--- config.mk ---
export PLATFORM = sky130hd
export DESIGN_NAME = utf8_to_utf16_transcoder_core_flat
export DESIGN_NICKNAME = d
export VERILOG_FILES = /design/src/design/u2u_pkg.sv /design/src/design/u2u_if.sv /design/src/design/u2u_datapath.sv /design/src/design/u2u_ctrl.sv /design/src/design/utf8_to_utf16_transcoder_core.sv /design/src/flat_wrapper.sv
export VERILOG_INCLUDE_DIRS = /design/src /design/src/design
export SDC_FILE = /design/constraint.sdc
export NUM_CORES = 1
export LEC_CHECK = 0
export BUFFER_PORTS_ARGS = -buffer_cell sky130_fd_sc_hd__clkbuf_2
export CORE_AREA = 5 5 93 95
export CTS_CLUSTER_DIAMETER = 120
export DETAILED_ROUTE_END_ITERATION = 8
export DIE_AREA = 0 0 98 100
export PLACE_DENSITY = 0.78
export SETUP_SLACK_MARGIN = 0.02
export SLEW_MARGIN = 0
export SYNTH_ARGS = -nofsm -noshare
export SYNTH_HDL_FRONTEND = slang
export SYNTH_SLANG_ARGS = --single-unit
--- constraint.sdc ---
create_clock -name i_clk -period 16.4 [get_ports i_clk]
set_clock_uncertainty 0.15 [all_clocks]
set_input_delay 1.64 -clock i_clk [delete_from_list [all_inputs] [get_ports i_clk]]
set_output_delay 1.64 -clock i_clk [all_outputs]
set_load 0.02 [all_outputs]
--- src/design/utf8_to_utf16_transcoder_core_macros.svh ---
// assertion helpers shared by the transcoder modules
// every user has i_clk and an active-low i_rst_n
`ifndef UTF8_TO_UTF16_TRANSCODER_CORE_MACROS_SVH
`define UTF8_TO_UTF16_TRANSCODER_CORE_MACROS_SVH

// consequent must hold in the same cycle
`define U2U_ASSERT_SAME(label, ante, cons, msg) \
    label: assert property (@(posedge i_clk) disable iff (!i_rst_n) (ante) |-> (cons)) \
        else $error(msg);

// consequent must hold in the following cycle
`define U2U_ASSERT_NEXT(label, ante, cons, msg) \
    label: assert property (@(posedge i_clk) disable iff (!i_rst_n) (ante) |=> (cons)) \
        else $error(msg);

`endif

--- src/design/u2u_pkg.sv ---
package u2u_pkg;

    localparam int BYTE_W = 8;
    localparam int UNIT_W = 21;
    localparam int CNT_W  = 3;
    localparam int LEN_W  = 3;
    localparam int DEPTH  = 4;

    localparam logic [UNIT_W-1:0] REPLACEMENT = 21'h00FFFD;

    localparam logic [BYTE_W-1:0] LEAD2_MASK = 8'hE0;
    localparam logic [BYTE_W-1:0] LEAD2_VAL  = 8'hC0;
    localparam logic [BYTE_W-1:0] LEAD3_MASK = 8'hF0;
    localparam logic [BYTE_W-1:0] LEAD3_VAL  = 8'hE0;
    localparam logic [BYTE_W-1:0] LEAD4_MASK = 8'hF8;
    localparam logic [BYTE_W-1:0] LEAD4_VAL  = 8'hF0;
    localparam logic [BYTE_W-1:0] CONT_MASK  = 8'hC0;
    localparam logic [BYTE_W-1:0] CONT_VAL   = 8'h80;

    localparam logic [UNIT_W-1:0] MIN_CP2    = 21'h000080;
    localparam logic [UNIT_W-1:0] MIN_CP3    = 21'h000800;
    localparam logic [UNIT_W-1:0] MIN_CP4    = 21'h010000;
    localparam logic [UNIT_W-1:0] SURR_LO    = 21'h00D800;
    localparam logic [UNIT_W-1:0] SURR_HI    = 21'h00DFFF;
    localparam logic [UNIT_W-1:0] MAX_CP     = 21'h10FFFF;
    localparam logic [UNIT_W-1:0] BMP_MAX    = 21'h00FFFF;
    localparam logic [UNIT_W-1:0] PLANE_BASE = 21'h010000;
    localparam logic [15:0]       HI_BASE    = 16'hD800;
    localparam logic [15:0]       LO_BASE    = 16'hDC00;

    localparam logic [LEN_W-1:0] LEN_BAD = 3'd0;

    // controller to datapath
    typedef struct packed {
        logic load;
        logic emit_one;
        logic emit_hi;
        logic emit_lo;
    } t_cmd;

    // datapath to controller
    typedef struct packed {
        logic emit;
        logic pair;
        logic more;
        logic out_free;
    } t_status;

    // sequence length announced by a lead byte, LEN_BAD for an illegal lead
    function automatic logic [LEN_W-1:0] seq_len(input logic [BYTE_W-1:0] b);
        logic [LEN_W-1:0] len;
        priority if (!b[BYTE_W-1])                   len = 3'd1;
        else if ((b & LEAD2_MASK) == LEAD2_VAL)      len = 3'd2;
        else if ((b & LEAD3_MASK) == LEAD3_VAL)      len = 3'd3;
        else if ((b & LEAD4_MASK) == LEAD4_VAL)      len = 3'd4;
        else                                         len = LEN_BAD;
        return len;
    endfunction

endpackage

--- src/design/u2u_if.sv ---
interface u2u_in_if;
    import u2u_pkg::*;
    logic              valid;
    logic              ready;
    logic [BYTE_W-1:0] in_byte;
    logic              in_last;
    modport source (output valid, output in_byte, output in_last, input ready);
    modport sink   (input valid, input in_byte, input in_last, output ready);
endinterface

interface u2u_out_if;
    import u2u_pkg::*;
    logic              valid;
    logic              ready;
    logic [UNIT_W-1:0] out_unit;
    logic              out_replaced;
    logic              out_run_last;
    modport source (output valid, output out_unit, output out_replaced,
                    output out_run_last, input ready);
    modport sink   (input valid, input out_unit, input out_replaced,
                    input out_run_last, output ready);
endinterface

interface u2u_cfg_if;
    logic valid;
    logic ready;
    logic utf16_output;
    modport source (output valid, output utf16_output, input ready);
    modport sink   (input valid, input utf16_output, output ready);
endinterface

--- src/design/u2u_datapath.sv ---
`include "utf8_to_utf16_transcoder_core_macros.svh"

module u2u_datapath (
    input  logic                         i_clk,
    input  logic                         i_rst_n,
    input  logic [u2u_pkg::BYTE_W-1:0]   i_in_byte,
    input  logic                         i_in_last,
    input  logic                         i_cfg_valid,
    input  logic                         i_cfg_utf16,
    input  u2u_pkg::t_cmd                i_cmd,
    output u2u_pkg::t_status             o_status,
    u2u_out_if.source                    o_out
);
    import u2u_pkg::*;

    logic [BYTE_W-1:0] r_buf [DEPTH];
    logic [CNT_W-1:0]  r_count, n_count;
    logic              r_last;
    logic              r_utf16;
    logic              r_out_valid, n_out_valid;
    logic [UNIT_W-1:0] r_out_unit, n_out_unit;
    logic              r_out_rep, n_out_rep;
    logic              r_out_run_last, n_out_run_last;

    logic [BYTE_W-1:0] lead, next_lead;
    logic [LEN_W-1:0]  len, next_len, drop_k;
    logic              bad_lead, full, cont_ok, overlong, surr, big, seq_ok, trunc;
    logic [UNIT_W-1:0] cp, v;
    logic [15:0]       hi_unit, lo_unit;
    logic [CNT_W-1:0]  rem;
    logic              out_free;

    assign lead     = r_buf[0];
    assign len      = seq_len(lead);
    assign bad_lead = (len == LEN_BAD);
    assign full     = (r_count >= len);

    always_comb begin
        cont_ok = 1'b1;
        if (len >= 3'd2 && (r_buf[1] & CONT_MASK) != CONT_VAL) cont_ok = 1'b0;
        if (len >= 3'd3 && (r_buf[2] & CONT_MASK) != CONT_VAL) cont_ok = 1'b0;
        if (len >= 3'd4 && (r_buf[3] & CONT_MASK) != CONT_VAL) cont_ok = 1'b0;
    end

    always_comb begin
        unique case (len)
            3'd1:    cp = {13'd0, lead};
            3'd2:    cp = {10'd0, lead[4:0], r_buf[1][5:0]};
            3'd3:    cp = {5'd0, lead[3:0], r_buf[1][5:0], r_buf[2][5:0]};
            3'd4:    cp = {lead[2:0], r_buf[1][5:0], r_buf[2][5:0], r_buf[3][5:0]};
            default: cp = '0;
        endcase
    end

    assign overlong = (len == 3'd2 && cp < MIN_CP2) || (len == 3'd3 && cp < MIN_CP3)
                   || (len == 3'd4 && cp < MIN_CP4);
    assign surr     = (cp >= SURR_LO) && (cp <= SURR_HI);
    assign big      = (cp > MAX_CP);
    assign seq_ok   = !bad_lead && full && cont_ok && !overlong && !surr && !big;
    assign trunc    = !bad_lead && !full;
    assign drop_k   = seq_ok ? len : 3'd1;

    assign v       = cp - PLANE_BASE;
    assign hi_unit = HI_BASE + {6'd0, v[19:10]};
    assign lo_unit = LO_BASE + {6'd0, v[9:0]};

    // lookahead: does the buffer left after this unit yield another one
    assign rem       = (drop_k >= r_count) ? '0 : r_count - drop_k;
    assign next_lead = r_buf[drop_k[1:0]];
    assign next_len  = seq_len(next_lead);

    assign out_free = !r_out_valid || o_out.ready;

    assign o_status.emit     = (r_count != '0) && (bad_lead || full || r_last);
    assign o_status.pair     = seq_ok && r_utf16 && (cp > BMP_MAX);
    assign o_status.more     = !trunc && (rem != '0)
                            && (next_len == LEN_BAD || rem >= next_len || r_last);
    assign o_status.out_free = out_free;

    always_comb begin
        n_count        = r_count;
        n_out_valid    = r_out_valid && !o_out.ready;
        n_out_unit     = r_out_unit;
        n_out_rep      = r_out_rep;
        n_out_run_last = r_out_run_last;
        if (i_cmd.load) begin
            n_count = r_count + 3'd1;
        end
        if (i_cmd.emit_one) begin
            n_out_valid    = 1'b1;
            n_out_unit     = seq_ok ? cp : REPLACEMENT;
            n_out_rep      = !seq_ok;
            n_out_run_last = !o_status.more;
            n_count        = trunc ? '0 : rem;
        end
        if (i_cmd.emit_hi) begin
            n_out_valid    = 1'b1;
            n_out_unit     = {5'd0, hi_unit};
            n_out_rep      = 1'b0;
            n_out_run_last = 1'b0;
        end
        if (i_cmd.emit_lo) begin
            n_out_valid    = 1'b1;
            n_out_unit     = {5'd0, lo_unit};
            n_out_rep      = 1'b0;
            n_out_run_last = 1'b1;
            n_count        = rem;
        end
    end

    always_ff @(posedge i_clk) begin
        if (!i_rst_n) begin
            r_count     <= '0;
            r_last      <= 1'b0;
            r_utf16     <= 1'b1;
            r_out_valid <= 1'b0;
        end else begin
            r_count     <= n_count;
            r_out_valid <= n_out_valid;
            if (i_cmd.load) r_last <= i_in_last;
            if (i_cfg_valid) r_utf16 <= i_cfg_utf16;
        end
    end

    always_ff @(posedge i_clk) begin
        r_out_unit     <= n_out_unit;
        r_out_rep      <= n_out_rep;
        r_out_run_last <= n_out_run_last;
        if (i_cmd.load) begin
            r_buf[r_count[1:0]] <= i_in_byte;
        end else if (i_cmd.emit_one && !trunc) begin
            // slide the unread bytes to the front
            unique case (drop_k)
                3'd1: begin
                    r_buf[0] <= r_buf[1];
                    r_buf[1] <= r_buf[2];
                    r_buf[2] <= r_buf[3];
                end
                3'd2: begin
                    r_buf[0] <= r_buf[2];
                    r_buf[1] <= r_buf[3];
                end
                3'd3: begin
                    r_buf[0] <= r_buf[3];
                end
                default: ;
            endcase
        end
    end

    assign o_out.valid        = r_out_valid;
    assign o_out.out_unit     = r_out_unit;
    assign o_out.out_replaced = r_out_rep;
    assign o_out.out_run_last = r_out_run_last;

    `U2U_ASSERT_SAME(a_emit_slot_free, i_cmd.emit_one || i_cmd.emit_hi || i_cmd.emit_lo,
        out_free, "unit written over a waiting result")
    `U2U_ASSERT_NEXT(a_low_empties, i_cmd.emit_lo, r_count == '0,
        "buffer not empty after surrogate pair")
    `U2U_ASSERT_SAME(a_no_overflow, i_cmd.load, r_count < 3'd4,
        "byte loaded into a full buffer")

endmodule

--- src/design/u2u_ctrl.sv ---
`include "utf8_to_utf16_transcoder_core_macros.svh"

module u2u_ctrl (
    input  logic             i_clk,
    input  logic             i_rst_n,
    input  logic             i_in_valid,
    output logic             o_in_ready,
    input  u2u_pkg::t_status i_status,
    output u2u_pkg::t_cmd    o_cmd
);
    import u2u_pkg::*;

    typedef enum logic [2:0] {
        S_IDLE = 3'b001,
        S_SCAN = 3'b010,
        S_LOW  = 3'b100
    } t_state;

    t_state r_state, n_state;

    always_comb begin
        n_state    = r_state;
        o_cmd      = '0;
        o_in_ready = 1'b0;
        unique case (r_state)
            S_IDLE: begin
                o_in_ready = 1'b1;
                if (i_in_valid) begin
                    o_cmd.load = 1'b1;
                    n_state    = S_SCAN;
                end
            end
            S_SCAN: begin
                if (!i_status.emit) begin
                    n_state = S_IDLE;
                end else if (i_status.out_free) begin
                    if (i_status.pair) begin
                        o_cmd.emit_hi = 1'b1;
                        n_state       = S_LOW;
                    end else begin
                        o_cmd.emit_one = 1'b1;
                        if (!i_status.more) n_state = S_IDLE;
                    end
                end
            end
            S_LOW: begin
                if (i_status.out_free) begin
                    o_cmd.emit_lo = 1'b1;
                    n_state       = S_IDLE;
                end
            end
            default: n_state = S_IDLE;
        endcase
    end

    always_ff @(posedge i_clk) begin
        if (!i_rst_n) begin
            r_state <= S_IDLE;
        end else begin
            r_state <= n_state;
        end
    end

    `U2U_ASSERT_NEXT(a_load_scans, i_in_valid && o_in_ready, r_state == S_SCAN,
        "accepted byte not scanned")
    `U2U_ASSERT_NEXT(a_pair_low, (r_state == S_SCAN) && o_cmd.emit_hi, r_state == S_LOW,
        "high surrogate without low half")
    `U2U_ASSERT_SAME(a_cmd_onehot, 1'b1, $onehot0(o_cmd),
        "more than one command in a cycle")

endmodule

--- src/design/utf8_to_utf16_transcoder_core.sv ---
// utf-8 to utf-16 / utf-32 transcoder
// i_in takes one utf-8 byte per beat with in_last marking the end of the text.
// o_out gives one unit per beat: a utf-16 unit (surrogate pairs above the
// basic plane) or a whole code point, set by utf16_output on i_cfg.
// out_replaced flags a u+fffd standing for bad input; out_run_last marks the
// final unit caused by an input byte. a byte that only extends a sequence
// gives no unit at all.
// i_cfg is always ready; write it only while the block is idle.
// flow: a byte is accepted into the byte buffer, then the controller scans
// the buffer in S_SCAN one unit per cycle while the output register is free;
// a surrogate pair is written as its high half from S_SCAN and its low half
// from S_LOW. every unit passes through the output register to o_out.
// the output register holds a unit until taken; a stalled sink freezes the
// scan, and a new byte is accepted only after the scan of the last one ends.
// reset (synchronous, active low) empties the byte buffer and the output
// register and sets utf16_output to 1.
module utf8_to_utf16_transcoder_core (
    input  logic      i_clk,
    input  logic      i_rst_n,
    u2u_in_if.sink    i_in,
    u2u_cfg_if.sink   i_cfg,
    u2u_out_if.source o_out
);
    import u2u_pkg::*;

    t_cmd    w_cmd;
    t_status w_status;
    logic    w_in_ready;

    assign i_in.ready  = w_in_ready;
    assign i_cfg.ready = 1'b1;

    u2u_ctrl u_ctrl (
        .i_clk      (i_clk),
        .i_rst_n    (i_rst_n),
        .i_in_valid (i_in.valid),
        .o_in_ready (w_in_ready),
        .i_status   (w_status),
        .o_cmd      (w_cmd)
    );

    u2u_datapath u_datapath (
        .i_clk       (i_clk),
        .i_rst_n     (i_rst_n),
        .i_in_byte   (i_in.in_byte),
        .i_in_last   (i_in.in_last),
        .i_cfg_valid (i_cfg.valid),
        .i_cfg_utf16 (i_cfg.utf16_output),
        .i_cmd       (w_cmd),
        .o_status    (w_status),
        .o_out       (o_out)
    );

endmodule
--- src/flat_wrapper.sv ---
// flat-port wrapper written by rule: the top's interface ports become plain ports
module utf8_to_utf16_transcoder_core_flat import u2u_pkg::*;
  (i_clk, i_rst_n, i_in_valid, i_in_in_byte, i_in_in_last, i_in_ready, i_cfg_valid, i_cfg_utf16_output, i_cfg_ready, o_out_valid, o_out_out_unit, o_out_out_replaced, o_out_out_run_last, o_out_ready);
  u2u_in_if i_in_i ();
  u2u_cfg_if i_cfg_i ();
  u2u_out_if o_out_i ();
  input  logic i_clk;
  input  logic i_rst_n;
  input wire logic [$bits(i_in_i.valid)-1:0] i_in_valid;
  input wire logic [$bits(i_in_i.in_byte)-1:0] i_in_in_byte;
  input wire logic [$bits(i_in_i.in_last)-1:0] i_in_in_last;
  output wire logic [$bits(i_in_i.ready)-1:0] i_in_ready;
  input wire logic [$bits(i_cfg_i.valid)-1:0] i_cfg_valid;
  input wire logic [$bits(i_cfg_i.utf16_output)-1:0] i_cfg_utf16_output;
  output wire logic [$bits(i_cfg_i.ready)-1:0] i_cfg_ready;
  output wire logic [$bits(o_out_i.valid)-1:0] o_out_valid;
  output wire logic [$bits(o_out_i.out_unit)-1:0] o_out_out_unit;
  output wire logic [$bits(o_out_i.out_replaced)-1:0] o_out_out_replaced;
  output wire logic [$bits(o_out_i.out_run_last)-1:0] o_out_out_run_last;
  input wire logic [$bits(o_out_i.ready)-1:0] o_out_ready;
  assign i_in_i.valid = i_in_valid;
  assign i_in_i.in_byte = i_in_in_byte;
  assign i_in_i.in_last = i_in_in_last;
  assign i_in_ready = i_in_i.ready;
  assign i_cfg_i.valid = i_cfg_valid;
  assign i_cfg_i.utf16_output = i_cfg_utf16_output;
  assign i_cfg_ready = i_cfg_i.ready;
  assign o_out_valid = o_out_i.valid;
  assign o_out_out_unit = o_out_i.out_unit;
  assign o_out_out_replaced = o_out_i.out_replaced;
  assign o_out_out_run_last = o_out_i.out_run_last;
  assign o_out_i.ready = o_out_ready;
  utf8_to_utf16_transcoder_core u_core (.i_clk(i_clk), .i_rst_n(i_rst_n), .i_in(i_in_i), .i_cfg(i_cfg_i), .o_out(o_out_i));
endmodule
[After elaboration in Yosys (flattened, before gate mapping)]
Memories as Yosys holds them, arrays and structs flattened.
Cells that the tools add are included.
Word-level totals
  bits in registers: 32
  memory bits (writable): 32
  input port bits: 15
  output and inout port bits: 26
  memories: 1
Operators by class
  add/subtract/negate cells: 5
  $lt $le $gt $ge: 13
  equal/unequal tests: 23
  muxes and demuxes: 64
  bitwise gates (word level): 3
  reduce and logical (&&, ||, !) cells: 47
Memories
  u_core.u_datapath.r_buf: depth 4, bits a word 8, read ports 5, clocked after Yosys merged registers in 0, write ports 3, line u2u_datapath.sv:16  | logic [BYTE_W-1:0] r_buf [DEPTH];
Operators with widths (number)
  21-bit case mux with 4 select lines: 1
  3-bit 2-to-1 mux: 20
  16-bit 2-to-1 mux: 3
  15-bit by 11-bit adder with 16-bit output, first input constant: 2
  8-bit 2-to-1 mux: 4
  1-bit 2-to-1 mux: 30
  21-bit by 16-bit >= comparator with 1-bit output, second input constant: 1
  21-bit by 16-bit greater-than comparator with 1-bit output, second input constant: 1
  21-bit greater-than comparator, second input constant: 1
  21-bit by 16-bit less-or-equal comparator with 1-bit output, second input constant: 1
  21-bit by 12-bit less-than comparator with 1-bit output, second input constant: 1
  21-bit by 17-bit less-than comparator with 1-bit output, second input constant: 1
  21-bit by 8-bit less-than comparator with 1-bit output, second input constant: 1
  21-bit 2-to-1 mux: 1
  1-bit logical AND: 20
  20-bit by 17-bit subtractor with 20-bit output, second input constant: 1
  3-bit by 2-bit equality test with 1-bit output, second input constant: 5
  3-bit equality test, second input constant: 4
  3-bit nonzero test: 4
  5-bit equality test, second input constant: 2
  1-bit logical NOT: 10
  2-bit inequality test, second input constant: 5
  3-bit by 1-bit equality test with 1-bit output, second input constant: 3
  3-bit >= comparator: 3
  16 further kinds: 30

[Depth between registers and ports, before layout]
An unclocked memory read counts as a cell.
  word-level depth: 32
  mapped depth: 29
  mapped depth without buffers: 25

[Cells and area by module]
Synthesis repeated with hierarchy kept, for this count alone.
Unflattened totals
  cells, all modules: 480
  area, all modules: 4490.6 µm²
Modules (own cells, without submodules)
  u2u_datapath: times used 1, cells each 452, area each 4261.6 µm²
  u2u_ctrl: times used 1, cells each 26, area each 217.7 µm²
  utf8_to_utf16_transcoder_core: times used 1, cells each 2, area each 11.3 µm²

[Worst setup path after synthesis]
Ideal clock, no wire load.
  kind: reg2reg
  start: memory u_core.u_datapath.r_buf[0][7]
  end: register u_core.u_ctrl.r_state[0]
  arrival: 5.044 ns
  required time: 16.149 ns
  slack: 11.105 ns
  cell stages (with the launch flop): 26
  clock period less this slack: 5.295 ns
  cells stage by stage: edfxtp_1 buf_4 clkbuf_1 nand2_1 clkbuf_1 ha_1 nand2b_1 a21oi_1 nor2b_1 o221ai_1 a41oi_1 nand3_1 nor2_1 nand2_1 ha_1 a21o_1 a21oi_1 or2_2 ha_1 nand2b_1 a21o_1 a211oi_1 o21a_1 o221ai_1 and3_1 o41ai_1
RTL lines
  start: declaration: line u2u_datapath.sv:16
  end signal: assignment: line u2u_ctrl.sv:60  | r_state <= n_state;
  end: declaration: line u2u_ctrl.sv:19  | t_state r_state, n_state;

==> impl_metrics.py <==
metrics = {
    "cts": {
        "clock_latency_ns": 0.36,
        "cts.root.buffer_cell": "clkbuf_8",
        "cts_tree": "yes",
        "cts.clk_slew.worst_paths_ns": 0.07,
        "cts_sinks": 64,
        "cts_max_level": 3,
        "clockBufferDepth": 2,
        "cts_buffers": 9,
        "ctsHoldBuffers": 0,
        "cts_setup_buffers": 0,
        "post_cts_resized": 0,
    },
    "power": {
        "peakVddDrop_v": 0.0000726,
        "p_leak_uw": 0.00178,
        "power_per_cell_area_nw_per_um2": 125,
    },
    "route": {
        "wire_per_inst_um": 19.6,
        "routed_wl_mm": 11.5,
        "post_drt_via_cell_ratio": 6.40,
        "drt-initial-drc-count": 315,
        "num_vias": 3745,
        "drc": 0,
        "ant_nets": 0,
        "drt_pass1_iterations": 5,
    },
    "synth": {
        "avgSynthCellArea_um2": 9.71,
        "synth-main-ff-cell": "edfxtp_1",
        "yosys_warnings": 0,
        "synth_edf_count": 48,
        "ys_ff_latch": 64,
        "synthCells": 458,
        "synth_nets": 489,
        "synth_area_um2": 4450,
        "async_reset_ff_frac": 0,
        "yosysSeqAreaShare": 0.396,
        "synth_cell_types": 67,
    },
    "critical_path": {
        "crit_family": "simple AND/OR/NAND/NOR gates",
        "path_max_fanout": 24,
        "max_stage_delay_ns": 0.87,
        "endpoint_kind": "register",
        "r2r_slack_ns": 9.43,
        "crit_chain": "and3b_1 > and2_1 > inv_1 > ha_1 > nor2b_1 > o221ai_1 > a41oi_1 > nand3_1 > nor2_1 > nand2_1 > ha_1 > a21o_1 > a21oi_1 > or2_2 > ha_1 > nand2b_1 > a21o_1 > a211oi_1 > o21a_1 > o221ai_1 > and3_1 > o41ai_1",
        "cp_data_required_time_ns": 16.51,
        "path_buf_inv": 1,
        "startpoint_type": "register",
        "crit_arrival_ns": 7.08,
        "crit_type": "register to register",
        "cp_common_cell": "ha_1",
        "crit_path_top_delay_cell": "edfxtp_1",
    },
    "finish": {
        "diodes": 0,
        "final_core_util": 0.628,
        "drive_above_1_share": 0.168,
        "final_nets": 509,
        "finalInstanceArea_um2": 4800,
        "area.growth.synth_to_final_pct": 7.99,
    },
    "floorplanning": {
        "die_w_um": 98,
        "ioPinCount": 41,
        "dieHeight_um": 100,
        "initial_utilization": 0.581,
        "num_rows": 32,
        "dieArea_um2": 9800,
        "core_area_um2": 7650,
    },
    "placement": {
        "place.detailed.hpwl_mm": 8.52,
        "portBuffers": 39,
        "pre_cts_slack_ns": 9.53,
        "place.gp.congestion": 0.998,
        "dpl-instance-area_um2": 4610,
    },
    "timing": {
        "setup_viol": 0,
        "fin_ws_ns": 9.43,
        "timing.final.crit_period_ns": 6.97,
        "rsz0062_at_grt": "false",
        "hold_viol_final": 0,
        "slew_viol_final": 0,
        "timing.fmax_mhz": 143,
        "timing.final.crit_share": 0.425,
        "fin_tns_setup_ns": 0,
        "tightest_slew_ns": 0.852,
        "slew_headroom": 0.432,
    },
    "grt": {
        "grt-ovfl-total": 0,
        "grt_pass1_wl_mm": 19.0,
        "grt_usage": 0.240,
        "antenna_found_initial": 0,
        "grt_pass1_vias": 3712,
        "grt_max_degree": 32,
    },
    "hold_path": {
        "hp-class": "register to register",
    },
    "flow_run": {
        "drv_cap": 0,
    },
    "status": {
        "outcome": "completed",
    },
}
[placed cells by master, fill, tap and decap left out, types with 6 or more instances in the layout]
cell	synthesis	routed
a31oi_1	8	8
a21oi_1	29	29
mux2i_1	16	16
inv_1	12	12
o21ai_0	10	10
nand3b_1	11	11
ha_1	15	15
a22oi_1	11	11
clkbuf_8	0	9
nor2b_1	6	6
nand3_1	6	6
o211ai_1	10	10
and2_1	9	9
nor2_1	25	25
nand2_1	47	47
mux2_2	15	15
edfxtp_1	48	48
nand2b_1	15	15
nor3_1	9	9
clkbuf_2	0	39
mux2_1	9	9
dfxtp_1	16	16
[logic make-up after synthesis]
| logic type | synth area share |
|---|---|
| simple gates | 0.203 |
| compound gates | 0.204 |
| flops | 0.396 |
| buf+inv | 0.0481 |
| mux | 0.0968 |
| fa+ha+maj | 0.0467 |
| xor+xnor | 0.00394 |
| other cells | 0.000844 |
[final cells by class]
cell class	instances	area, um^2
fillers	666	2850
multi-input cells	350	2470
flip-flops and latches	64	1760
repair buffers	41	210
well taps	102	128
clock buffers	9	124
clock inverters	7	62.6
inverters	12	45.0
[flip-flops by register name, indices dropped and copies added, names as in the netlist]
register / flops
u_core.u_datapath.r_buf: 32
u_core.u_datapath.o_out.out_unit: 21
u_core.u_ctrl.r_state: 3
u_core.u_datapath.r_count: 3
u_core.u_datapath.o_out.out_replaced: 1
u_core.u_datapath.o_out.out_run_last: 1
u_core.u_datapath.o_out.valid: 1
u_core.u_datapath.r_last: 1
u_core.u_datapath.r_utf16: 1
[routing by layer]
metal,GRT usage,part of all wire,vias up
met5,0,0,-
met2,0.368,0.44,186
met1,0.334,0.46,1747
li1,-,-,1789
met3,0.0542,0.080,23
met4,0.0927,0.025,0
[report_power, final]
part           leakage [uW]  internal (uW)  total, uW  switching, uW
combinational       0.00113           91.7        231            140
clock             0.0000901           68.5        132           63.6
sequential         0.000565            202        237           34.3
total               0.00178            363        600            237
[synthesized netlist by cell type (10+ instances only)]
cell       n  area share
edfxtp_1  48        0.32
clkbuf_1  17       0.014
ha_1      15       0.042
a21oi_1   29       0.033
nand2b_1  15       0.021
o211ai_1  10       0.017
nor2_1    25       0.021
o21ai_0   10       0.011
nand2_1   47       0.040
inv_1     12       0.010
a22oi_1   11       0.019
nand3b_1  11       0.019
mux2i_1   16       0.036
mux2_2    15       0.038
dfxtp_1   16       0.072
[final timing paths]
path,start,endpoint,cells after the start
max,u_core.u_datapath.r_buf[0][7],u_core.u_ctrl.r_state[0],22
min,u_core.u_datapath.o_out.out_unit[17],u_core.u_datapath.o_out.out_unit[17],2
max reg2reg,u_core.u_datapath.r_buf[0][7],u_core.u_ctrl.r_state[0],22
min reg2reg,u_core.u_datapath.o_out.out_unit[17],u_core.u_datapath.o_out.out_unit[17],2
[worst register-to-register path, stage by stage, from the launching register on]
cell and delay (ns):
edfxtp_1 0.87, and3b_1 0.40, and2_1 0.73, inv_1 0.21, ha_1 0.33, nor2b_1 0.17, o221ai_1 0.14, a41oi_1 0.17
nand3_1 0.37, nor2_1 0.68, nand2_1 0.22, ha_1 0.34, a21o_1 0.12, a21oi_1 0.07, or2_2 0.30, ha_1 0.29
nand2b_1 0.14, a21o_1 0.17, a211oi_1 0.30, o21a_1 0.17, o221ai_1 0.12, and3_1 0.19, o41ai_1 0.21
[metrics by stage]
stage	hold slack (ns)	instances	power, uW
detailed placement	0.299	569	466
global placement	0.291	569	462
CTS	0.308	585	598
finish	0.304	585	600
global route	0.347	585	639
floorplan	0.307	458	411
Power figures use the tool's default switching activity.
